### config.mk
export PLATFORM = sky130hd
export DESIGN_NAME = hma_inq
export DESIGN_NICKNAME = d
export VERILOG_FILES = /design/src/rtl/hma_pkg.sv /design/src/rtl/hma_inq.sv
export SDC_FILE = /design/constraint.sdc
export NUM_CORES = 1
export LEC_CHECK = 0
export BUFFER_PORTS_ARGS = -buffer_cell sky130_fd_sc_hd__buf_2
export CAP_MARGIN = 20
export CORE_MARGIN = 5
export CORE_UTILIZATION = 59
export CTS_BUF_LIST = sky130_fd_sc_hd__clkbuf_8
export DETAILED_ROUTE_END_ITERATION = 8
export GPL_TIMING_DRIVEN = 0
export PLACE_DENSITY = 0.87
export SETUP_SLACK_MARGIN = 0.02
export SLEW_MARGIN = 10
export SYNTH_ARGS = -nofsm -noshare
export SYNTH_HDL_FRONTEND = slang
export SYNTH_SLANG_ARGS = --single-unit
export TNS_END_PERCENT = 20
### constraint.sdc
create_clock -name clk -period 2.6 [get_ports clk]
set_clock_uncertainty 0.2 [all_clocks]
set_input_delay 0.13 -clock clk [delete_from_list [all_inputs] [get_ports clk]]
set_output_delay 0.13 -clock clk [all_outputs]
set_load 0.005 [all_outputs]
### src/rtl/hma_pkg.sv
package hma_pkg;

  localparam int MAX_WINDOW      = 64;
  localparam int MAX_ROOT_WINDOW = 8;
  localparam int LEN_W   = 7;
  localparam int LEN_RESET = 9;
  localparam int HA_W    = $clog2(MAX_WINDOW);
  localparam int DA_W    = $clog2(MAX_ROOT_WINDOW);
  localparam int WIN_W   = $clog2(MAX_WINDOW + 1);
  localparam int RWIN_W  = $clog2(MAX_ROOT_WINDOW + 1);
  localparam int X_W     = 32;
  localparam int D_W     = 34;
  localparam int PS_W    = 40;
  localparam int WS_W    = 48;
  localparam int DV_W    = 50;
  localparam int DS_W    = 12;
  localparam int CNT_W   = 8;
  localparam int CNT_CAP = MAX_WINDOW + MAX_ROOT_WINDOW;
  localparam int QDEPTH  = 4;
  localparam int QA_W    = $clog2(QDEPTH);

  typedef struct packed {
    logic                   start;
    logic signed [DV_W-1:0] dvd;
    logic [DS_W-1:0]        dsr;
  } div_req_t;

  typedef struct packed {
    logic                   done;
    logic signed [DV_W-1:0] quo;
    logic [DS_W-1:0]        rem;
  } div_rsp_t;

  function automatic logic [WIN_W-1:0] clamp_full(input logic [LEN_W-1:0] k);
    logic [WIN_W-1:0] res;
    if (k < LEN_W'(2)) res = WIN_W'(2);
    else if (k > LEN_W'(MAX_WINDOW)) res = WIN_W'(MAX_WINDOW);
    else res = WIN_W'(k);
    return res;
  endfunction

  function automatic logic [RWIN_W-1:0] win_root(input logic [LEN_W-1:0] len);
    logic [LEN_W-1:0] s;
    logic [RWIN_W-1:0] res;
    s = '0;
    for (int i = 1; i < 12; i++) begin
      if (14'(i * i) <= 14'(len)) s = LEN_W'(i);
    end
    if (s < LEN_W'(2)) res = RWIN_W'(2);
    else if (s > LEN_W'(MAX_ROOT_WINDOW)) res = RWIN_W'(MAX_ROOT_WINDOW);
    else res = RWIN_W'(s);
    return res;
  endfunction

  function automatic logic [DS_W-1:0] tri_sum(input logic [WIN_W-1:0] k);
    logic [2*WIN_W-1:0] p;
    p = (2*WIN_W)'(k) * ((2*WIN_W)'(k) + (2*WIN_W)'(1));
    return DS_W'(p >> 1);
  endfunction

endpackage

### src/rtl/hma_inq.sv
module hma_inq (
  input  logic                       clk,
  input  logic                       rst_n,
  input  logic                       push,
  input  logic [hma_pkg::X_W-1:0]    din,
  output logic                       full,
  output logic                       vld,
  output logic [hma_pkg::X_W-1:0]    dout,
  input  logic                       rd
);
  import hma_pkg::*;

  logic [X_W-1:0]  mem_r [QDEPTH];
  logic [QA_W-1:0] wp_r, rp_r;
  logic [QA_W:0]   cnt_r;
  logic            do_wr, do_rd;

  assign full  = (cnt_r == (QA_W+1)'(QDEPTH));
  assign vld   = (cnt_r != '0);
  assign dout  = mem_r[rp_r];
  assign do_wr = push && !full;
  assign do_rd = rd && vld;

  always_ff @(posedge clk) begin
    if (do_wr) mem_r[wp_r] <= din;
  end

  always_ff @(posedge clk) begin
    if (!rst_n) begin
      wp_r  <= '0;
      rp_r  <= '0;
      cnt_r <= '0;
    end else begin
      if (do_wr) wp_r <= wp_r + QA_W'(1);
      if (do_rd) rp_r <= rp_r + QA_W'(1);
      if (do_wr && !do_rd) cnt_r <= cnt_r + (QA_W+1)'(1);
      else if (do_rd && !do_wr) cnt_r <= cnt_r - (QA_W+1)'(1);
    end
  end

endmodule

Word level (Yosys, flattened, before mapping)
Memory sizes are Yosys's and may differ from the RTL's. A register that Yosys moved wholly into a read port is not among the register bits.
Cells that the tools add are included.
{"block": "classes", "add_sub_neg": 4, "n_eq_ne": 1, "n_mux": 6, "reduce_logical": 9}
{"op": "2-to-1 mux 3 bit", "count": 2}
{"op": "adder 2 x 1 -> 2 bit, second input constant", "count": 2}
{"op": "logical AND 1 bit", "count": 4}
{"op": "2-to-1 mux 2 bit", "count": 2}
{"op": "adder 3 x 1 -> 3 bit, second input constant", "count": 1}
{"op": "equality test 3 bit, second input constant", "count": 1}
{"op": "zero test 1 bit", "count": 3}
{"op": "nonzero test 3 bit", "count": 1}
{"op": "subtractor 3 x 1 -> 3 bit, second input constant", "count": 1}
{"op": "2-to-1 mux 1 bit", "count": 2}
{"op": "nonzero test 2 bit", "count": 1}
{"block": "totals", "regBits": 7, "ram_bits": 128, "in_bits": 36, "out_inout_bits": 34, "wordCells": 24, "n_memories": 1}
{"memory": "mem_r", "words": 4, "width": 32, "rd": 1, "rd_clocked_by_memory_dff": 1, "write_ports": 1, "line_no": "hma_inq.sv:13", "text": "logic [X_W-1:0] mem_r [QDEPTH];"}

Logic depth before layout (Yosys ltp)
Gate-level depths: netlist (run 1).
{"block": "logic_depth", "depth_word": 7, "depth_mapped": 9, "ltp_nobuf": 8}

Worst setup path after synthesis (run 1)
OpenSTA, ideal clock, no wires.
{"block": "synth_path", "path_kind": "register -> register", "from": "reg cnt_r[0]", "to": "reg cnt_r[2]", "setup_ns": 0.076, "t_arrival_ns": 1.950, "t_required_ns": 2.324, "slack_ns": 0.375, "path_stages_with_launch": 10, "path_buffers": 1, "synth_period_minus_slack_ns": 2.225, "cell_sequence": "dfxtp_1 -> nor3b_2 -> nor2b_1 -> buf_6 -> ha_1 -> inv_1 -> fa_1 -> xor2_1 -> or3_1 -> a21boi_0"}
{"block": "synth_via", "elab_chain_cells": 6, "elab_cells_between_ends": 14, "classes_between": "add/sub (2); eq/ne (1); mux (2); reduce/logical (9)"}
{"element": "start: declaration", "line_no": "hma_inq.sv:15", "text": "logic [QA_W:0] cnt_r;"}
{"element": "start signal: assignment", "line_no": "hma_inq.sv:36", "text": "if (do_wr && !do_rd) cnt_r <= cnt_r + (QA_W+1)'(1);"}
{"element": "start signal: assignment", "line_no": "hma_inq.sv:37", "text": "else if (do_rd && !do_wr) cnt_r <= cnt_r - (QA_W+1)'(1);"}
{"element": "equality test 3 bit (*)", "line_no": "hma_inq.sv:18", "text": "assign full = (cnt_r == (QA_W+1)'(QDEPTH));"}
{"element": "named net full", "line_no": "hma_inq.sv:6", "text": "output logic full,"}
{"element": "zero test 1 bit (*)", "line_no": "hma_inq.sv:21", "text": "assign do_wr = push && !full;"}
{"element": "logical AND 1 bit (*)", "line_no": "hma_inq.sv:21"}
{"element": "named net do_wr", "line_no": "hma_inq.sv:16", "text": "logic do_wr, do_rd;"}
{"element": "zero test 1 bit", "line_no": "hma_inq.sv:37"}
{"element": "logical AND 1 bit", "line_no": "hma_inq.sv:37"}
{"element": "nonzero test 2 bit (no source line)"}
The timed path passes the listed nets; every way through them passes the cells marked *. The select of a mux whose other input is x is not followed.
A chain may end at the register's enable or synchronous reset.

Final worst setup path (run 1)
{"block": "layout_path", "from": "reg cnt_r[2]", "to": "reg cnt_r[2]"}
{"block": "layout_via", "elab_chain_cells": 6, "elab_cells_between_ends": 14, "classes_between": "add/sub (2); eq/ne (1); mux (2); reduce/logical (9)"}
{"element": "equality test 3 bit (*)", "line_no": "hma_inq.sv:18"}
{"element": "zero test 1 bit (*)", "line_no": "hma_inq.sv:21"}
{"element": "logical AND 1 bit (*)", "line_no": "hma_inq.sv:21"}
{"element": "named net do_wr", "line_no": "hma_inq.sv:16"}
{"element": "zero test 1 bit", "line_no": "hma_inq.sv:37"}
{"element": "logical AND 1 bit", "line_no": "hma_inq.sv:37"}
{"element": "nonzero test 2 bit (no source line)"}
Marks and branches as above.

==> flow_summary.ini, run 1 <==
[outcome]
status = completed

[floorplanning]
num_rows = 34
dieHeight_um = 103
dieArea_um2 = 10700
die-width_um = 103
ios = 70
start_util = 0.599
core_um2 = 8590

[global_routing]
grt_pass1_wl_um = 13600
grt_max_degree = 29
grt_pass1_vias = 2683
antenna_found_initial = 0
track_usage = 0.179
grt_overflow = 0

[timing]
whs_ns = 0.255
setup_viol_count_final = 0
post-route-period-util = 0.904
worst_pin_slew_ns = 0.440
rsz0062_at_grt = false
hold_viol = 0
slew_violations = 0
slew_headroom = 0.707
max_freq_mhz = 425
min_period_ns = 2.35

[worst_setup_path]
crit_path_start = cnt_r[2]
critical_path.startpoint_type = flip-flop
arrival_ns = 2.49
crit_fanout = 7
crit_required_ns = 2.74
r2r-start = cnt_r[2]
critPathKind = reg -> reg
crit_path_end_kind = flip-flop

[cells_and_area]
syn_to_final_growth_pct = 25.9
nets = 384
final_cell_mix = edfxtp_1 (128), buf_2 (71), dlygate4sd3_1 (36), mux4_2 (30), clkbuf_8 (17)
final_cell_count_no_fill = 463
drive_above_1_share = 0.417
antenna_cells = 0
n_fill_cell = 512
final_common_cell = edfxtp_1

[routing]
ant_nets = 0
drcViolationCount = 0
vias = 2460
wl_um = 8490
first_pass_iters = 4
wl_per_cell_um = 18.3
drtIter0Drc = 116
vias_per_cell = 5.31

[placed_design]
port-buffer-count = 68
dpl.hpwl_um = 5400
place_inst = 395
gp_congestion = 0.658

[synth]
syn_nets = 257
yosys.area.top_type = edfxtp_1
netlist_area_um2 = 5150
seq_area_frac_synth = 0.782
ys_warn_count = 0
synth_top_area_frac = 0.747
avgSynthCellArea_um2 = 23.9
syn_inst = 215
ys_seq_elements = 137
synth.area.top_cells = edfxtp_1 (75%), mux4_2 (13%), dfxtp_1 (3.5%)
synthDistinctLibCells = 23

[power]
cellPowerDensity_nw_per_um2 = 902
peakVddDrop_mv = 0.550
p_leak_nw = 2.26

[job]
cap_viol_max_count = 0

[cts]
cts_sinks = 137
h-tree-depth = 4
worstSkewPairLatency_ns = 0.42
cts.reportedPaths.clkPinSlew_ns = 0.08
cts_root_buf = clkbuf_8
cts_tree = built
cts_setup_buffers = 0
cts_made_buffers = 17
cts_buffer_depth = 2

[hold_path]
min_from = din[8]
hold_class = in -> reg
sequential cells by signal (all words and copies together), names as in the netlist, named ones only:
signal  count
rp_r        2
cnt_r       3
mem_r     128
wp_r        2
worst paths after layout:
check                                    to  slack, ns  cells after the start
worst max register to register     cnt_r[2]       0.25                      9
worst min register to register      wp_r[0]       0.34                      2
worst max-delay path               cnt_r[2]       0.25                      9
worst min-delay path            mem_r[0][8]       0.25                      2
metrics by stage:
step / setup TNS [ns] / util / worst slack, ns / area [um2] / total power (W)
finish: 0 / 0.754 / 0.249 / 6480 / 0.00585
global route: 0 / 0.754 / 0.0687 / 6480 / 0.00618
CTS: 0 / 0.754 / 0.172 / 6480 / 0.00593
detailed placement: 0 / 0.667 / 0.198 / 5730 / 0.00425
global placement: -21.19 / 0.654 / -0.177 / 5620 / 0.00416
floorplan: 0 / - / 0.375 / 5150 / 0.00372
cell families after synthesis:
group                    synth area share
multiplexers                        0.147
AO/OA/AOI/OAI                     0.00656
buffers and inverters              0.0219
AND/OR/NAND/NOR                    0.0199
XOR/XNOR                          0.00681
adder cells (fa/ha/maj)            0.0160
flip-flops                          0.782
where the power goes:
part | switching, W | internal, W | total (W)
Combinational | 0.000615 | 0.000827 | 0.00144
Clock | 0.000782 | 0.000849 | 0.00163
Sequential | 0.0000923 | 0.00268 | 0.00277
per-layer routing:
metal,part of all wire,track usage,vias to the layer above
met2,0.53,0.302,72
met4,0.016,0.0727,0
met5,0,0,-
met3,0.062,0.0557,11
li1,-,-,1148
met1,0.40,0.215,1229
Yosys cell counts:
cell type and count:
edfxtp_1 128, mux4_2 30, dfxtp_1 9, and2_1 8, ha_1 5, nand2_1 4
buf_12 3, buf_2 3, inv_1 3, mux2i_1 3, xnor2_1 3, buf_6 2
mux4_1 2, nor2b_1 2, or3_1 2, a21boi_0 1, clkbuf_1 1, fa_1 1
nor3b_2 1, o21ai_0 1, o311ai_1 1, o31ai_2 1, xor2_1 1
layout make-up:
class / count / area (um2) / share of cell area
buffer: 9 / 101 / 0.0156
clock buffer: 17 / 234 / 0.0361
clock inverter: 15 / 153 / 0.0236
inverter: 3 / 11.3 / 0.00174
multi-input combinational: 66 / 1020 / 0.157
sequential: 137 / 4030 / 0.621
tap: 108 / 135 / 0.0208
timing repair buffer: 108 / 803 / 0.124
critical path, stage by stage, from the launching register on:
cell      delay [ns]
dfxtp_1         0.36
nor3b_2         0.18
nor2b_1         0.14
buf_6           0.14
ha_1            0.19
inv_1           0.06
fa_1            0.37
xor2_1          0.16
or3_1           0.30
a21boi_0        0.18
timing repair:
| action | 4_1_cts | 5_1_grt |
|---|---|---|
| resized for setup | 0 | 2 |
| hold buffers | 36 | 0 |
| endpoints found under the hold margin | 137 | 0 |
| endpoints found under the setup margin | 0 | 1 |
Note: power is estimated with default switching activity, not from simulation.
==> inputs of run 2 (changes only) <==
==> constraint.sdc (replaced) <==
create_clock -name clk -period 2.7 [get_ports clk]
set_clock_uncertainty 0.2 [all_clocks]
set_input_delay 0.135 -clock clk [delete_from_list [all_inputs] [get_ports clk]]
set_output_delay 0.135 -clock clk [all_outputs]
set_load 0.005 [all_outputs]
==> run 2 against run 1 <==
First-iteration DRC count did not move. Hold slack improved by 0.0047 ns. Critical endpoint unchanged. Non-clock buffer count did not move. Utilization barely moved.
==> flow_summary.ini, run 2 (synthesis gave the netlist of run 1 again) <==
[routing]
wl_per_cell_um = 18.4
wl_um = 8510
vias_per_cell = 5.36
drcViolationCount = 0
first_pass_iters = 4
vias = 2481
ant_nets = 0
drtIter0Drc = 116

[cells_and_area]
final_common_cell = edfxtp_1
antenna_cells = 0
top_register = mem_r
final_cell_mix = edfxtp_1 (128), buf_2 (71), dlygate4sd3_1 (36), mux4_2 (30), clkbuf_8 (17)
n_fill_cell = 513
drive_above_1_share = 0.411
utilization = 0.754
nets = 384
syn_to_final_growth_pct = 25.8
largest_reg_flops = 128
finish.instance_area_um2 = 6480
top_regs = mem_r (128), cnt_r (3)

[worst_setup_path]
crit_path_end_kind = flip-flop
crit_fanout = 7
critPathKind = reg -> reg
r2r-start = cnt_r[0]
arrival_ns = 2.55
rrSetupSlack_ns = 0.29
rr_worst_depth = 9
crit_required_ns = 2.84
r2r_end = cnt_r[2]
critical_path.startpoint_type = flip-flop

[cts]
h-tree-depth = 4
cts_made_buffers = 17
cts_buffer_depth = 2
cts.reportedPaths.clkPinSlew_ns = 0.08
worstSkewPairLatency_ns = 0.42
cts_sinks = 137
cts_root_buf = clkbuf_8
cts_tree = built

[global_routing]
grt_overflow = 0
track_usage = 0.179
grt_pass1_vias = 2683
grt_pass1_wl_um = 13600
antenna_found_initial = 0
grt_max_degree = 29

[floorplanning]
core_um2 = 8590
die-width_um = 103
dieArea_um2 = 10700
ios = 70
num_rows = 34
start_util = 0.599
dieHeight_um = 103

[placed_design]
port-buffer-count = 68
gp_congestion = 0.658
dpl.hpwl_um = 5400
dpl_cell_area_um2 = 5730
pre_cts_ws_ns = 0.298

[timing]
min_period_ns = 2.41
hold_viol = 0
setup_viol_count_final = 0
post-route-period-util = 0.891
slew_violations = 0
worst_pin_slew_ns = 0.441
slew_headroom = 0.706
max_freq_mhz = 416
setup_slack_ns = 0.294
rsz0062_at_grt = false

[power]
peakVddDrop_mv = 0.556
p_leak_nw = 2.26
cellPowerDensity_nw_per_um2 = 869

[hold_path]
hold_class = in -> reg
whs_path_depth = 2
hold_end = mem_r[0][8]
min_from = din[8]

[outcome]
status = completed

[job]
cap_viol_max_count = 0
run 2: worst max-delay path, stage by stage (launching register included):
cell and delay (ns):
dfxtp_1 0.49, nor3b_2 0.09, nor2b_1 0.14, buf_6 0.14
ha_1 0.19, inv_1 0.06, fa_1 0.37, xor2_1 0.16
or3_1 0.30, a21boi_0 0.18
run 2: repair_timing:
action / in CTS / in global routing
setup buffers: 0 / 0
hold buffers: 36 / 0
gates resized for setup: 0 / 0
hold endpoints to repair: 137 / 0
endpoints found under the setup margin: 0 / 0
run 2: final cells by class:
| type | instances | area [um2] | area share |
|---|---|---|---|
| Timing Repair Buffer | 108 | 803 | 0.124 |
| Clock inverter | 15 | 153 | 0.0236 |
| Inverter | 3 | 11.3 | 0.00174 |
| Clock buffer | 17 | 234 | 0.0361 |
| Tap cell | 108 | 135 | 0.0209 |
| Multi-Input combinational cell | 66 | 1020 | 0.157 |
| Sequential cell | 137 | 4020 | 0.621 |
| Buffer | 9 | 101 | 0.0156 |
run 2: metrics by stage:
stage | cells | TNS (ns) | power (W) | hold slack, ns
final | 463 | 0 | 0.00563 | 0.260
after detailed placement | 395 | 0 | 0.00409 | 0.152
after global routing | 463 | 0 | 0.00595 | 0.223
after CTS | 463 | 0 | 0.00571 | 0.230
after global placement | 391 | -8.39 | 0.00400 | 0.145
after floorplan | 215 | 0 | 0.00359 | 0.0339
run 2: routing by layer:
metal  up-vias  GRT usage  wire, um
met5         -          0         0
met4         0     0.0727       142
met3        13     0.0557       511
met2        78      0.302      4460
met1      1242      0.215      3400
li1       1148          -         -
run 2: worst max-delay path by stage:
| stage | startpoint | endpoint |
|---|---|---|
| 2_1_floorplan | cnt_r[0] | cnt_r[2] |
| 5_1_grt | cnt_r[0] | cnt_r[2] |
| 3_3_place_gp | cnt_r[0] | mem_r[2][24] |
| 6_report | cnt_r[0] | cnt_r[2] |
| 4_1_cts | cnt_r[0] | cnt_r[2] |
| 3_5_place_dp | cnt_r[0] | cnt_r[2] |
run 2: power by group:
part | switching [W] | internal (W)
clock network | 0.000754 | 0.000818
logic | 0.000593 | 0.000796
registers | 0.0000889 | 0.00258
==> inputs of run 3 (changes only) <==
--- a/config.mk
+++ b/config.mk
@@ -7,12 +7,14 @@
 export LEC_CHECK = 0
 export BUFFER_PORTS_ARGS = -buffer_cell sky130_fd_sc_hd__buf_2
 export CAP_MARGIN = 20
+export CELL_PAD_IN_SITES_DETAIL_PLACEMENT = 1
+export CELL_PAD_IN_SITES_GLOBAL_PLACEMENT = 2
 export CORE_MARGIN = 5
-export CORE_UTILIZATION = 59
+export CORE_UTILIZATION = 42
 export CTS_BUF_LIST = sky130_fd_sc_hd__clkbuf_8
 export DETAILED_ROUTE_END_ITERATION = 8
 export GPL_TIMING_DRIVEN = 0
-export PLACE_DENSITY = 0.87
+export PLACE_DENSITY = 0.84
 export SETUP_SLACK_MARGIN = 0.02
 export SLEW_MARGIN = 10
 export SYNTH_ARGS = -nofsm -noshare
==> constraint.sdc (replaced) <==
create_clock -name clk -period 2.08 [get_ports clk]
set_clock_uncertainty 0.2 [all_clocks]
set_input_delay 0.104 -clock clk [delete_from_list [all_inputs] [get_ports clk]]
set_output_delay 0.104 -clock clk [all_outputs]
set_load 0.005 [all_outputs]
==> run 3 against run 2 <==
The run now ends with negative setup slack left. Hold slack worse by 0.11 ns. Count of clock-buffer cells in the layout unchanged. Critical path type unchanged. Clock power up 9.6%. Critical path depth down 1. Largest power group unchanged.
==> flow_summary.ini, run 3 (synthesis gave the netlist of run 1 again) <==
[placed_design]
dpl.hpwl_um = 5960
place_inst = 433
gp_congestion = 0.644
port-buffer-count = 68

[cells_and_area]
top_register = mem_r
drive_above_1_share = 0.434
antenna_cells = 0
seq_area_um2 = 4040
multiInputGateArea_um2 = 1050
final_cell_mix = edfxtp_1 (128), buf_2 (63), dlygate4sd3_1 (34), mux4_2 (31), clkbuf_8 (17)
top_regs = mem_r (128), cnt_r (3)
largest_reg_flops = 128
syn_to_final_growth_pct = 28.7
final_cell_count_no_fill = 502
nets = 390
final_common_cell = edfxtp_1
n_fill_cell = 1072
utilization = 0.552

[worst_setup_path]
critPathKind = reg -> reg
arrival_ns = 2.31
crit_required_ns = 2.24
crit_path_end_kind = flip-flop
critical_path.startpoint_type = flip-flop
rrSetupSlack_ns = -0.07
crit_fanout = 4

[global_routing]
track_usage = 0.137
grt_pass1_vias = 2749
grt_overflow = 0
antenna_found_initial = 0
grt_max_degree = 33
grt_pass1_wl_um = 14500

[power]
p_int_w = 0.00554
clockPowerShare = 0.233
fin_total_pwr_w = 0.00740
cellPowerDensity_nw_per_um2 = 1120
seqPwrFrac = 0.473
power_switching_w = 0.00185
pwr-share-comb = 0.294
p_leak_nw = 2.30
peakVddDrop_mv = 0.485
sw_frac_of_total = 0.251

[outcome]
violations = negative setup slack
status = complete, but fails checks

[cts]
worstSkewPairLatency_ns = 0.42
cts_sinks = 137
cts.reportedPaths.clkPinSlew_ns = 0.07
cts_made_buffers = 17
cts_buffer_depth = 2
cts_root_buf = clkbuf_8
cts_tree = built
h-tree-depth = 4

[timing]
slew_violations = 0
setup_viol_count_final = 1
worst_pin_slew_ns = 0.505
hold_viol = 0
slew_headroom = 0.663
whs_ns = 0.153
max_freq_mhz = 465
rsz0062_at_grt = true
min_period_ns = 2.15
timing.setup.tns_ns = -0.0706
setup_slack_ns = -0.0706
post-route-period-util = 1.03

[routing]
wl_per_cell_um = 19.2
drtIter0Drc = 135
wl_um = 9640
drcViolationCount = 0
vias = 2521
ant_nets = 0
vias_per_cell = 5.02
first_pass_iters = 4

[floorplanning]
start_util = 0.429
die-width_um = 121
dieHeight_um = 121
num_rows = 40
core_um2 = 12000
dieArea_um2 = 14600
ios = 70

[job]
cap_viol_max_count = 0

[hold_path]
hold_class = in -> reg
[run 3: repair_timing]
action,4_1_cts,5_1_grt
endpoints found under the setup margin,117,68
gates resized for setup,8,15
hold endpoints to repair,137,0
setup buffers,2,4
hold buffers,34,0
pin swaps,1,2
gates cloned,0,3
[run 3: power by group through the flow]
stage / Clock, W / Combinational [W] / Sequential (W)
global route: 0.00192 / 0.00237 / 0.00352
finish: 0.00172 / 0.00218 / 0.00349
global placement: 0 / 0.00176 / 0.00352
CTS: 0.00180 / 0.00196 / 0.00349
floorplan: 0 / 0.00117 / 0.00350
detailed placement: 0 / 0.00184 / 0.00354
[run 3: final cells by class]
| cell class | instances | share of cell area |
|---|---|---|
| well taps | 147 | 0.0278 |
| clock buffers | 17 | 0.0353 |
| multi-input cells | 66 | 0.158 |
| plain buffers | 9 | 0.0178 |
| repair buffers | 114 | 0.141 |
| inverters | 3 | 0.00170 |
| flip-flops and latches | 137 | 0.609 |
| clock inverters | 9 | 0.00982 |
[run 3: metal layers]
layer  global-route usage  wire length [um]  part of all wire
met1                0.164              4050              0.42
met2                0.228              4990              0.52
met3               0.0421               448             0.046
met4               0.0637               148             0.015
met5                    0                 0                 0
[run 3: metrics by stage]
| stage | setup slack (ns) | instance area, um2 |
|---|---|---|
| 2_1_floorplan | -0.0712 | 5160 |
| 4_1_cts | -0.105 | 6460 |
| 3_3_place_gp | -0.746 | 5680 |
| 6_report | -0.0706 | 6630 |
| 5_1_grt | -0.151 | 6630 |
| 3_5_place_dp | -0.186 | 5770 |
[run 3: worst paths after layout]
path | startpoint | endpoint | cells past startpoint
min | push | wp_r[1] | 6
min reg2reg | wp_r[0] | wp_r[0] | 2
max | cnt_r[2] | cnt_r[2] | 8
max reg2reg | cnt_r[2] | cnt_r[2] | 8
[run 3: worst max-delay path: stages (launching register included)]
cell and delay (ns):
dfxtp_4 0.36, buf_12 0.13, o31ai_4 0.24, ha_4 0.19, inv_2 0.03, fa_2 0.32
xor2_1 0.15, or3_1 0.33, a21boi_1 0.12
