### src/rtl/hma_pkg.sv
package hma_pkg;

  localparam int MAX_WINDOW      = 64;
  localparam int MAX_ROOT_WINDOW = 8;
  localparam int LEN_W   = 7;
  localparam int LEN_RESET = 9;
  localparam int HA_W    = $clog2(MAX_WINDOW);
  localparam int DA_W    = $clog2(MAX_ROOT_WINDOW);
  localparam int WIN_W   = $clog2(MAX_WINDOW + 1);
  localparam int RWIN_W  = $clog2(MAX_ROOT_WINDOW + 1);
  localparam int X_W     = 32;
  localparam int D_W     = 34;
  localparam int PS_W    = 40;
  localparam int WS_W    = 48;
  localparam int DV_W    = 50;
  localparam int DS_W    = 12;
  localparam int CNT_W   = 8;
  localparam int CNT_CAP = MAX_WINDOW + MAX_ROOT_WINDOW;
  localparam int QDEPTH  = 4;
  localparam int QA_W    = $clog2(QDEPTH);

  typedef struct packed {
    logic                   start;
    logic signed [DV_W-1:0] dvd;
    logic [DS_W-1:0]        dsr;
  } div_req_t;

  typedef struct packed {
    logic                   done;
    logic signed [DV_W-1:0] quo;
    logic [DS_W-1:0]        rem;
  } div_rsp_t;

  function automatic logic [WIN_W-1:0] clamp_full(input logic [LEN_W-1:0] k);
    logic [WIN_W-1:0] res;
    if (k < LEN_W'(2)) res = WIN_W'(2);
    else if (k > LEN_W'(MAX_WINDOW)) res = WIN_W'(MAX_WINDOW);
    else res = WIN_W'(k);
    return res;
  endfunction

  function automatic logic [RWIN_W-1:0] win_root(input logic [LEN_W-1:0] len);
    logic [LEN_W-1:0] s;
    logic [RWIN_W-1:0] res;
    s = '0;
    for (int i = 1; i < 12; i++) begin
      if (14'(i * i) <= 14'(len)) s = LEN_W'(i);
    end
    if (s < LEN_W'(2)) res = RWIN_W'(2);
    else if (s > LEN_W'(MAX_ROOT_WINDOW)) res = RWIN_W'(MAX_ROOT_WINDOW);
    else res = RWIN_W'(s);
    return res;
  endfunction

  function automatic logic [DS_W-1:0] tri_sum(input logic [WIN_W-1:0] k);
    logic [2*WIN_W-1:0] p;
    p = (2*WIN_W)'(k) * ((2*WIN_W)'(k) + (2*WIN_W)'(1));
    return DS_W'(p >> 1);
  endfunction

endpackage

### src/rtl/hma_div.sv
module hma_div (
  input  logic              clk,
  input  logic              rst_n,
  input  hma_pkg::div_req_t req,
  output hma_pkg::div_rsp_t rsp
);
  import hma_pkg::*;

  localparam int C_W = $clog2(DV_W + 1);

  logic            busy_r, done_r, neg_r;
  logic [C_W-1:0]  cnt_r;
  logic [DV_W-1:0] sh_r;
  logic [DS_W-1:0] rem_r, dsr_r;
  logic [DS_W:0]   rem_sh;
  logic            ge;
  logic [DV_W-1:0] qm;

  assign rem_sh = {rem_r, sh_r[DV_W-1]};
  assign ge     = rem_sh >= {1'b0, dsr_r};
  assign qm     = sh_r;

  always_comb begin
    rsp.done = done_r;
    if (neg_r && rem_r != '0) begin
      rsp.quo = $signed(~qm);
      rsp.rem = dsr_r - rem_r;
    end else if (neg_r) begin
      rsp.quo = $signed(-qm);
      rsp.rem = '0;
    end else begin
      rsp.quo = $signed(qm);
      rsp.rem = rem_r;
    end
  end

  always_ff @(posedge clk) begin
    if (req.start) begin
      neg_r <= req.dvd[DV_W-1];
      sh_r  <= req.dvd[DV_W-1] ? DV_W'(-req.dvd) : DV_W'(req.dvd);
      rem_r <= '0;
      dsr_r <= req.dsr;
    end else if (busy_r) begin
      rem_r <= ge ? DS_W'(rem_sh - {1'b0, dsr_r}) : DS_W'(rem_sh);
      sh_r  <= {sh_r[DV_W-2:0], ge};
    end
  end

  always_ff @(posedge clk) begin
    if (!rst_n) begin
      busy_r <= 1'b0;
      done_r <= 1'b0;
      cnt_r  <= '0;
    end else begin
      done_r <= 1'b0;
      if (req.start) begin
        busy_r <= 1'b1;
        cnt_r  <= C_W'(DV_W);
      end else if (busy_r) begin
        cnt_r <= cnt_r - C_W'(1);
        if (cnt_r == C_W'(1)) begin
          busy_r <= 1'b0;
          done_r <= 1'b1;
        end
      end
    end
  end

endmodule

### config.mk
export PLATFORM = sky130hd
export DESIGN_NAME = hma_div
export DESIGN_NICKNAME = d
export VERILOG_FILES = /design/src/rtl/hma_pkg.sv /design/src/rtl/hma_div.sv
export SDC_FILE = /design/constraint.sdc
export NUM_CORES = 1
export LEC_CHECK = 0
export CAP_MARGIN = 5
export CORE_MARGIN = 3
export CORE_UTILIZATION = 35
export CTS_CLUSTER_DIAMETER = 100
export DETAILED_ROUTE_END_ITERATION = 7
export DONT_BUFFER_PORTS = 1
export MAX_ROUTING_LAYER = met4
export PLACE_DENSITY = 0.58
export RECOVER_POWER = 50
export SLEW_MARGIN = 5
export SYNTH_ARGS = -nofsm -noshare
export SYNTH_HDL_FRONTEND = slang
export SYNTH_SLANG_ARGS = --single-unit
### constraint.sdc
create_clock -name clk -period 4.2 [get_ports clk]
set_input_delay 0.84 -clock clk [delete_from_list [all_inputs] [get_ports clk]]
set_output_delay 0.84 -clock clk [all_outputs]
set_load 0.05 [all_outputs]
# Yosys cells after proc, flatten, opt, wreduce, memory -nomap -nowiden
# Index checks and enable logic that the tools add are counted.
# totals
register_bits,83
in_bits,65
wordCells,35
# classes
add_sub_neg,5
order_cmp,1
eq_ne,1
mux,12
bitwise,3
n_reduce_logical,5
# op_table
cell,n
two-way mux 50 bit,3
two-way mux 62 bit,2
negation 50 bit,2
inverter 50 bit,1
subtractor 12 bit,2
>= comparator 13 x 12 -> 1 bit,1
two-way mux 12 bit,1
two-way mux 6 bit,2
nonzero test 12 bit,1
"== test 6 x 1 -> 1 bit, second input constant",1
"subtractor 6 x 1 -> 6 bit, second input constant",1
two-way mux 1 bit,4
OR reduction 3 bit,1
inverter 1 bit,2
nonzero test 2 bit,1
OR reduction 2 bit,1
logical AND 1 bit,1

# Longest topological paths before layout
# Gate-level depths: netlist of run 1.
# logic_depth
ltp_word,4
depth_mapped,10
mapped_depth_nobuf,10

# Worst setup path before layout of run 1
# No wires, ideal clock.
# synth_timing
path_kind,register to output
from,"register sh_r[19], in the netlist qm[19]"
to,output port rsp[59] (netlist bit)
arrival_time_ns,3.508
required_ns,3.360
slack_ns,-0.148
path_stages_with_launch,9
n_path_buf,1
cell_sequence,edfxtp_1 or3_4 or4_4 or4_4 or4_1 buf_2 or4_4 o31ai_1 xnor2_1
# synth_lines
item,line,rtl
from (decl),hma_div.sv:13,logic [DV_W-1:0] sh_r;
from (signal assigned),hma_div.sv:40,sh_r <= req.dvd[DV_W-1] ? DV_W'(-req.dvd) : DV_W'(req.dvd);
from (signal assigned),hma_div.sv:45,"sh_r <= {sh_r[DV_W-2:0], ge};"
to (decl),hma_div.sv:5,output hma_pkg::div_rsp_t rsp

==> summary.txt, run 1 <==
Setup path
  • Critical path capture point type: primary output
  • Worst setup SP type: flop
  • Most frequent CP cell: or4_4
  • Crit path arrival time: 3650 ps
  • Delay-heaviest family, CP: simple AND/OR/NAND/NOR gates
  • Slowest CP cell: or4_4
  • Setup Crit Path Kind: flop to primary output
  • Max stage delay on crit path: 550 ps
  • Buf/Inv on CP: 0
  • Critical path peak fanout: 4
  • Worst path cell trace: or3_4 > or4_4 > or4_4 > or4_4 > or4_4 > o41ai_4 > xnor2_4
  • Worst Path Required: 3360 ps

Routing
  • Routed len/inst: 17.6 um
  • DRT Pass-1 Iters: 4
  • Routed WL: 18100 um
  • Vias per std cell: 5.50
  • ANT nets after route: 0
  • Vias: 5651
  • Iter 0 DRT Violations: 297
  • Drt drc: 0

Placed design
  • Placed instance area: 0.00721 sq mm
  • IO Port Bufs: 0
  • RD Place Congestion: 0.864
  • HPWL Detailed: 13400 um

Logic synthesis
  • Post-synthesis cell count: 761
  • Synth Warn #: 0
  • Top cells by area, synth: edfxtp_1, xnor2_1, xor2_1, dfxtp_1, a21oi_1
  • Combinational family with the most area after synthesis: compound AO/OA/AOI/OAI gates
  • Compound-gate portion of the synthesized area: 19.8%
  • Adder-Cell Fraction of Synth Area: 5.76%
  • Synth area leader: edfxtp_1
  • Synth cell count leaders: nor2_1, a21oi_1, edfxtp_1, xnor2_1, xor2_1
  • Post-synth top flop: edfxtp_1
  • Netlist cell types: 52
  • Top-count cell post-synth: nor2_1
  • Synth Register Bits: 83
  • XOR/XNOR Fraction of Synth Area: 15.3%
  • Post-synthesis mux area share: 1.30%
  • Top-area cell type share of the netlist area: 28.8%
  • Synth Net Count: 855
  • Syn_area_per_cell: 8.62 sq um
  • Post-synth ARST share: 0%
  • Mapped Area: 0.00656 sq mm
  • Post-synthesis simple-gate area fraction: 18.7%
  • Number of synthesized flops with an enable pin: 63
  • Sequential fraction of the synthesis area: 34.9%

Power and ir drop
  • PwrDens: 418 mW/mm^2
  • Lkg Pwr: 2.81 nW
  • Peak VDD IR: 0.188 mV

Timing
  • Max_slew headroom: -20.0%
  • Final Slew Violations: 27
  • Tightest Pin Transition: 1800 ps
  • Final worst slack: -289 ps
  • Time the worst path needs with I/O delays and setup: 4490 ps
  • Fin. Hold Viols: 0
  • Final Skew: 7.73 ps
  • Final setup viols: 7
  • RSZ-0062 raised after global routing: yes
  • Fraction of the cycle the final worst path needs: 107%
  • FMAX: 0.223 GHz

Global route
  • Global-route wire length before repair: 28500 um
  • Vias in the first global route: 5541
  • GRT Util Overall: 18.2%
  • Initial antenna violation count: 0
  • Total grt overflow: 0
  • Largest net degree at the start of global routing: 129

Clock network
  • CTS Buf Count: 9
  • Clock-pin slew on the worst setup and hold paths: 70 ps
  • Worst skew pair latency: 350 ps
  • H-tree levels: 3
  • CTS tree: built
  • CTS sink cnt: 83
  • CTS Root Cell: clkbuf_16
  • Max clock buf depth: 2

Floorplanning
  • Core Area: 0.0182 sq mm
  • Starting Density: 36.0%
  • Cell row count: 49
  • Die X: 143 um
  • Ports: 128
  • Die area: 0.0204 sq mm
  • Die Y: 143 um

Layout
  • # fillers: 1754
  • Final Instance Area: 0.00774 sq mm
  • Share of cells above drive strength 1: 13.7%
  • Final design utilization: 42.5%
  • Area delta synth->final: 17.9%
  • # diodes: 0
  • Layout Nets: 887

Status
  • Failing checks: capacitance limit, slew limit, setup timing
  • Status: finished with violations

Hold path
  • Hold/Removal Path Class: flop to flop

Flow run
  • MaxCap Viol Count: 1
-- worst paths after layout --
path	startpoint	endpoint	slack [ps]	cells past startpoint
hold reg to reg	rem_r[6]	rem_r[6]	530	2
hold / removal	rem_r[6]	rem_r[6]	530	2
setup reg to reg	busy_r	qm[42]	750	2
setup / recovery	qm[19]	rsp[57]	-290	7
-- sequential cells by signal (all words and copies together), names as in the netlist --
signal  cells
rem_r      12
neg_r       1
busy_r      1
qm         50
cnt_r       6
dsr_r      12
done_r      1
-- cells by family after synthesis --
| family | count (synthesis) |
|---|---|
| AOI/OAI and AO/OA | 210 |
| and+or+nand+nor | 245 |
| xor gates and xnor gates | 115 |
| DFF | 83 |
| buffers and inverters | 71 |
| muxes | 8 |
| adders and majority gates | 29 |
-- cells in the final DEF, fill, tap and decap left out, types with 21 or more instances in the layout --
cell type	count
nor2_1	90
a21oi_1	70
edfxtp_1	63
xnor2_1	56
xor2_1	53
buf_4	48
o21ai_0	44
inv_1	35
nand2_1	34
o31ai_1	27
ha_1	27
nor3_1	21
-- power breakdown --
part / total (W) / switching [W] / internal [W]
Clock: 0.000840 / 0.000368 / 0.000473
Sequential: 0.00109 / 0.000102 / 0.000988
Combinational: 0.00130 / 0.000874 / 0.000431
-- per-stage QoR --
stage	hold WS, ps	setup TNS [ps]	power, W	cells	setup WS (ps)
floorplan	491	-76.8	0.00208	761	-36.9
global placement	501	0	0.00237	1007	19.7
detailed placement	516	0	0.00237	1007	16.4
CTS	524	-1250	0.00324	1026	-301
global route	546	-1990	0.00340	1027	-366
finish	526	-1140	0.00324	1027	-289
-- layout make-up --
class	instances	area (sq um)	share of cell area, %
Multi-Input combinational cell	607	4230	54.7
Sequential cell	83	2290	29.6
Timing Repair Buffer	56	484	6.26
Tap cell	229	287	3.70
Clock buffer	9	225	2.91
Inverter	36	135	1.75
Clock inverter	7	82.6	1.07
-- layer usage --
layer | share of wire [%] | routed length (um) | track usage (%)
met1 | 43 | 7710 | 21.8
met2 | 47 | 8510 | 28.7
met3 | 8.5 | 1540 | 7.10
met4 | 1.6 | 280 | 4.85
met5 | 0 | 0 | -
-- what timing repair did --
item / CTS / global route
buffers inserted: 3 / 1
pin swaps: 6 / 10
hold buffers: 0 / 0
resized for setup: 18 / 16
endpoints found under the setup margin: 13 / 13
-- worst reg2reg max path: stages (launching register included) --
cell and delay, ps:
dfxtp_1 560, or2_0 1380, clkbuf_1 1110
Note: power is estimated with default switching activity, not from simulation.
==> run 2: changes to the inputs <==
==> constraint.sdc (replaced) <==
create_clock -name clk -period 3.89 [get_ports clk]
set_input_delay 0.778 -clock clk [delete_from_list [all_inputs] [get_ports clk]]
set_output_delay 0.778 -clock clk [all_outputs]
set_load 0.05 [all_outputs]
==> summary.txt, run 2 (synthesis results as in run 1) <==
Status
  • Status: finished with violations
  • Failing checks: setup timing

Setup path
  • Crit path arrival time: 3670 ps (+20 ps)
  • Worst path cell trace: or3_4 > or4_4 > or4_4 > or4_4 > or4_4 > o41ai_4 > xnor2_4
  • Buf/Inv on CP: 0 (unchanged)
  • Critical path capture point type: primary output
  • Worst R2R Start: busy_r
  • Delay-heaviest family, CP: simple AND/OR/NAND/NOR gates
  • R2R depth: 3 (+1)
  • Crit path from: qm[19]
  • Worst reg2reg endpoint: qm[3]
  • Critical path peak fanout: 4 (unchanged)
  • Most frequent CP cell: or4_4
  • R2r setup slk: 960 ps (+210 ps)
  • Max stage delay on crit path: 550 ps (about the same)
  • Worst Path Required: 3110 ps (-250 ps)
  • Slowest CP cell: or4_4
  • Worst setup SP type: flop
  • Setup Crit Path Kind: flop to primary output

Global route
  • Vias in the first global route: 5584 (+0.78%)
  • Total grt overflow: 0 (unchanged)
  • Initial antenna violation count: 1 (+1)
  • Largest net degree at the start of global routing: 129 (unchanged)
  • GRT Util Overall: 18.2% (about the same)
  • Global-route wire length before repair: 28800 um (+0.97%)

Layout
  • Number of flip-flops in the largest register: 50 (unchanged)
  • Layout Nets: 928 (+4.6%)
  • Final non-filler cell total: 1069 (+4.1%)
  • Area delta synth->final: 23.4%
  • # fillers: 1778 (+1.4%)
  • Share of cells above drive strength 1: 17.6% (+4.0 points)
  • Commonest non-fill, non-tap cell in the layout: nor2_1
  • Most frequent cells in the layout: nor2_1, buf_4, a21oi_1, edfxtp_1, xnor2_1

Power and ir drop
  • Sw frac: 40.2% (-1.3 points)
  • P_int: 0.00212 W (+12%)
  • Clock Power Share: 24.3% (-1.7 points)
  • Net load switching power: 0.00142 W (+5.8%)
  • Lkg Pwr: 3.01 nW (+7.4%)
  • Sequential share of power: 32.5% (-1.2 points)
  • Design Power: 0.00354 W (+9.3%)
  • Peak VDD IR: 0.243 mV (+29%)
  • PwrDens: 437 mW/mm^2 (+4.5%)
  • Comb pwr share: 43.2% (+2.9 points)

Timing
  • Final worst slack: -558 ps (-269 ps)
  • Final Slew Violations: 0 (-100%)
  • Tightest Pin Transition: 1240 ps (-560 ps)
  • Final Skew: 9.20 ps (+1.47 ps)
  • Fraction of the cycle the final worst path needs: 114%
  • Max_slew headroom: 16.7% (+37 points)
  • RSZ-0062 raised after global routing: yes
  • Final setup viols: 13 (+6)
  • Hold Slack: 527 ps (+1.01 ps)
  • Time the worst path needs with I/O delays and setup: 4450 ps
  • FMAX: 0.225 GHz
  • Fin. Hold Viols: 0 (unchanged)
  • Setup tns final: -4830 ps (-3700 ps)

Routing
  • Drt drc: 0 (unchanged)
  • DRT Pass-1 Iters: 5 (+1)
  • Vias per std cell: 5.38 (-2.3%)
  • Vias: 5747 (+1.7%)
  • ANT nets after route: 0 (unchanged)
  • Routed WL: 17900 um (-0.60%)
  • Routed len/inst: 16.8 um (-4.5%)
  • Iter 0 DRT Violations: 361 (+22%)

Clock network
  • CTS tree: built
  • CTS sink cnt: 83 (unchanged)
  • CTS Buf Count: 9 (unchanged)
  • Worst skew pair latency: 340 ps (about the same)
  • Clock-pin slew on the worst setup and hold paths: 70 ps (about the same)
  • H-tree levels: 3 (unchanged)
  • CTS Root Cell: clkbuf_16
  • Max clock buf depth: 2 (unchanged)

Floorplanning
  • Starting Density: 36.0% (unchanged)
  • Die Y: 143 um (unchanged)
  • Die area: 0.0204 sq mm (unchanged)
  • Ports: 128 (unchanged)
  • Die X: 143 um (unchanged)
  • Cell row count: 49 (unchanged)
  • Core Area: 0.0182 sq mm (unchanged)

Hold path
  • Hold Path End: dsr_r[7]
  • Hold_sp: req[7]
  • Hold/Removal Path Class: input port to flop
  • Hold Path Depth: 0 (-2)

Placed design
  • HPWL Detailed: 13600 um (+1.6%)
  • RD Place Congestion: 0.879 (+1.8%)
  • IO Port Bufs: 0 (unchanged)
  • Placed cell count: 1048 (+4.1%)

Flow run
  • MaxCap Viol Count: 0 (-1)
## run 2: cell count changes in the layout (fill, tap and decap cells not counted), moves of 2 or more
cell      change
clkinv_4      +2
o21ai_1       +2
buf_4        +38
inv_8         -2
o31ai_4       +3
o31ai_2       -2
buf_6         +2
inv_6         -2
## run 2: power by group through the flow
stage                     combinational, W  sequential (W)  clock [W]
after floorplan                    0.00109         0.00116          0
after global placement             0.00149         0.00116          0
after detailed placement           0.00149         0.00116          0
after CTS                          0.00152         0.00115   0.000879
after global routing               0.00165         0.00116   0.000914
final                              0.00153         0.00115   0.000861
## run 2: worst max path at each step
stage / cells after the start / to / slack (ps)
after global routing: 8 / rsp[55] / -670
after CTS: 7 / rsp[57] / -590
final: 7 / rsp[57] / -560
after detailed placement: 7 / rsp[59] / -270
after global placement: 7 / rsp[59] / -220
after floorplan: 8 / rsp[57] / -250
## run 2: final cells by class
| type | count | area (sq um) | area share, % |
|---|---|---|---|
| Antenna cell | 1 | 2.50 | 0.0309 |
| Clock buffer | 10 | 229 | 2.83 |
| Clock inverter | 6 | 66.3 | 0.819 |
| Inverter | 36 | 135 | 1.67 |
| Multi-Input combinational cell | 607 | 4250 | 52.4 |
| Sequential cell | 83 | 2290 | 28.3 |
| Tap cell | 229 | 287 | 3.54 |
| Timing Repair Buffer | 97 | 842 | 10.4 |
## run 2: timing repair
action,CTS,global route
setup buffers,2,2
pin swaps,7,9
resized for setup,18,12
hold buffers,0,0
gates cloned,0,0
setup endpoints to repair,14,24
## run 2: routing by layer
metal  vias to the layer above  global-route usage (%)  share of wire (%)
met5                         -                       -                  0
met2                       120                    28.7                 47
met3                        22                    4.05                5.8
li1                       2929                       -                  -
met4                         0                    5.55                1.9
met1                      2676                    23.4                 45
## run 2: per-stage QoR
stage	util (%)	worst slack (ps)	area, sq um
floorplan	-	-250	6630
global placement	41.6	-220	7580
detailed placement	41.6	-265	7580
CTS	44.0	-595	8000
global route	44.5	-674	8100
finish	44.5	-558	8100
==> run 3: changes to the inputs <==
--- a/config.mk
+++ b/config.mk
@@ -14,6 +14,7 @@
 export MAX_ROUTING_LAYER = met4
 export PLACE_DENSITY = 0.58
 export RECOVER_POWER = 50
+export SKIP_CTS_REPAIR_TIMING = 1
 export SLEW_MARGIN = 5
 export SYNTH_ARGS = -nofsm -noshare
 export SYNTH_HDL_FRONTEND = slang
==> constraint.sdc (replaced) <==
create_clock -name clk -period 3.9 [get_ports clk]
set_input_delay 0.78 -clock clk [delete_from_list [all_inputs] [get_ports clk]]
set_output_delay 0.78 -clock clk [all_outputs]
set_load 0.05 [all_outputs]
==> summary.txt, run 3 (synthesis results as in run 1) <==
Clock network
  • Max clock buf depth: 2 (unchanged)
  • CTS Root Cell: clkbuf_16
  • Worst skew pair latency: 350 ps (about the same)
  • CTS Buf Count: 9 (unchanged)
  • CTS sink cnt: 83 (unchanged)
  • H-tree levels: 3 (unchanged)
  • CTS tree: built
  • Clock-pin slew on the worst setup and hold paths: 70 ps (about the same)

Layout
  • Number of flip-flops in the largest register: 50 (unchanged)
  • Share of cells above drive strength 1: 18.2% (+0.60 points)
  • Commonest non-fill, non-tap cell in the layout: nor2_1
  • Most frequent cells in the layout: nor2_1, buf_4, a21oi_1, edfxtp_1
  • # fillers: 1762 (-0.90%)
  • Final non-filler cell total: 1069 (unchanged)
  • Layout Nets: 928 (unchanged)
  • Area delta synth->final: 23.6%
  • Final Instance Area: 0.00811 sq mm (+0.17%)

Routing
  • Vias: 5722 (-0.44%)
  • Routed len/inst: 16.8 um (+0.20%)
  • Iter 0 DRT Violations: 407 (+13%)
  • Drt drc: 0 (unchanged)
  • Vias per std cell: 5.35 (-0.44%)
  • Routed WL: 18000 um (+0.20%)
  • ANT nets after route: 0 (unchanged)
  • DRT Pass-1 Iters: 4 (-1)

Setup path
  • Setup Crit Path Kind: flop to primary output
  • Max stage delay on crit path: 550 ps (about the same)
  • Worst setup SP type: flop
  • Critical path peak fanout: 4 (unchanged)
  • Most frequent CP cell: or4_4
  • Worst path cell trace: or3_4 > or4_4 > or4_4 > or4_4 > or4_4 > o41ai_4 > xnor2_4
  • Crit path arrival time: 3690 ps (+20 ps)
  • Slowest CP cell: or4_4
  • Critical path capture point type: primary output
  • Worst Path Required: 3120 ps (about the same)

Placed design
  • RD Place Congestion: 0.878 (-0.11%)
  • Placed cell count: 1048 (unchanged)
  • HPWL Detailed: 13800 um (+0.75%)
  • IO Port Bufs: 0 (unchanged)
  • Placed instance area: 0.00758 sq mm (unchanged)

Hold path
  • Hold/Removal Path Class: input port to flop

Timing
  • Fraction of the cycle the final worst path needs: 115%
  • FMAX: 0.224 GHz
  • Hold Slack: 524 ps (-2.49 ps)
  • Final worst slack: -571 ps (-13.1 ps)
  • Final setup viols: 13 (unchanged)
  • Time the worst path needs with I/O delays and setup: 4470 ps
  • Final Skew: 7.99 ps (-1.22 ps)
  • Max_slew headroom: 16.7% (+0.030 points)
  • Final Slew Violations: 0 (unchanged)
  • RSZ-0062 raised after global routing: yes
  • Tightest Pin Transition: 1240 ps (-0.447 ps)
  • Fin. Hold Viols: 0 (unchanged)

Global route
  • Vias in the first global route: 5569 (-0.27%)
  • GRT Util Overall: 18.1% (-0.12 points)
  • Largest net degree at the start of global routing: 129 (unchanged)
  • Global-route wire length before repair: 28800 um (about the same)
  • Total grt overflow: 0 (unchanged)
  • Initial antenna violation count: 1 (unchanged)

Power and ir drop
  • Design Power: 0.00355 W (+0.39%)
  • Peak VDD IR: 0.223 mV (-8.1%)
  • PwrDens: 438 mW/mm^2 (+0.22%)
  • Lkg Pwr: 3.01 nW (about the same)

Floorplanning
  • Die Y: 143 um (unchanged)
  • Die X: 143 um (unchanged)
  • Die area: 0.0204 sq mm (unchanged)
  • Ports: 128 (unchanged)
  • Core Area: 0.0182 sq mm (unchanged)
  • Cell row count: 49 (unchanged)
  • Starting Density: 36.0% (unchanged)

Status
  • Status: finished with violations
  • Failing checks: setup timing

Flow run
  • MaxCap Viol Count: 0 (unchanged)
-- run 3: layer usage --
layer | share of wire, % | wire length (um) | up-vias | global-route usage [%]
met3 | 5.8 | 1040 | 20 | 4.72
met4 | 1.7 | 308 | 0 | 5.15
met5 | 0 | 0 | - | -
li1 | - | - | 2915 | -
met1 | 44 | 7980 | 2666 | 22.7
met2 | 48 | 8660 | 121 | 28.8
-- run 3: stage by stage --
stage	setup slack, ps	utilization (%)	TNS, ps
finish	-571	44.6	-4340
global route	-643	44.6	-5600
CTS	-643	43.3	-5300
detailed placement	-268	41.6	-945
global placement	-213	41.6	-777
floorplan	-242	-	-903
-- run 3: where the power goes --
group / switching [W] / total [W] / internal, W / leakage [nW]
clock: 0.000367 / 0.000885 / 0.000518 / 0.147
sequential: 0.0000838 / 0.00115 / 0.00106 / 0.783
combinational: 0.000979 / 0.00152 / 0.000541 / 2.08
-- run 3: cell type report --
class                   count  area (sq um)  area share, %
diodes                      1          2.50         0.0308
inverters                  36           135           1.67
clock buffers              11           243           2.99
repair buffers             97           805           9.92
multi-input cells         607          4290           52.9
clock inverters             5          61.3          0.756
well taps                 229           287           3.53
flip-flops and latches     83          2290           28.3
-- run 3: worst max-delay path: cells and delay by family (launching register included) --
| kind | cells | cell delay [ps] |
|---|---|---|
| simple gates | 5 | 2350 |
| flops | 1 | 390 |
| xor+xnor | 1 | 260 |
| compound gates | 1 | 350 |
-- run 3: final timing paths --
path                               start  endpoint  slack, ps  cells after the start
worst max-delay path              qm[19]   rsp[57]       -570                      7
worst min-delay path              req[3]  dsr_r[3]        520                      0
worst max register to register    busy_r    qm[16]        670                      3
worst min register to register  rem_r[8]  rem_r[8]        540                      2
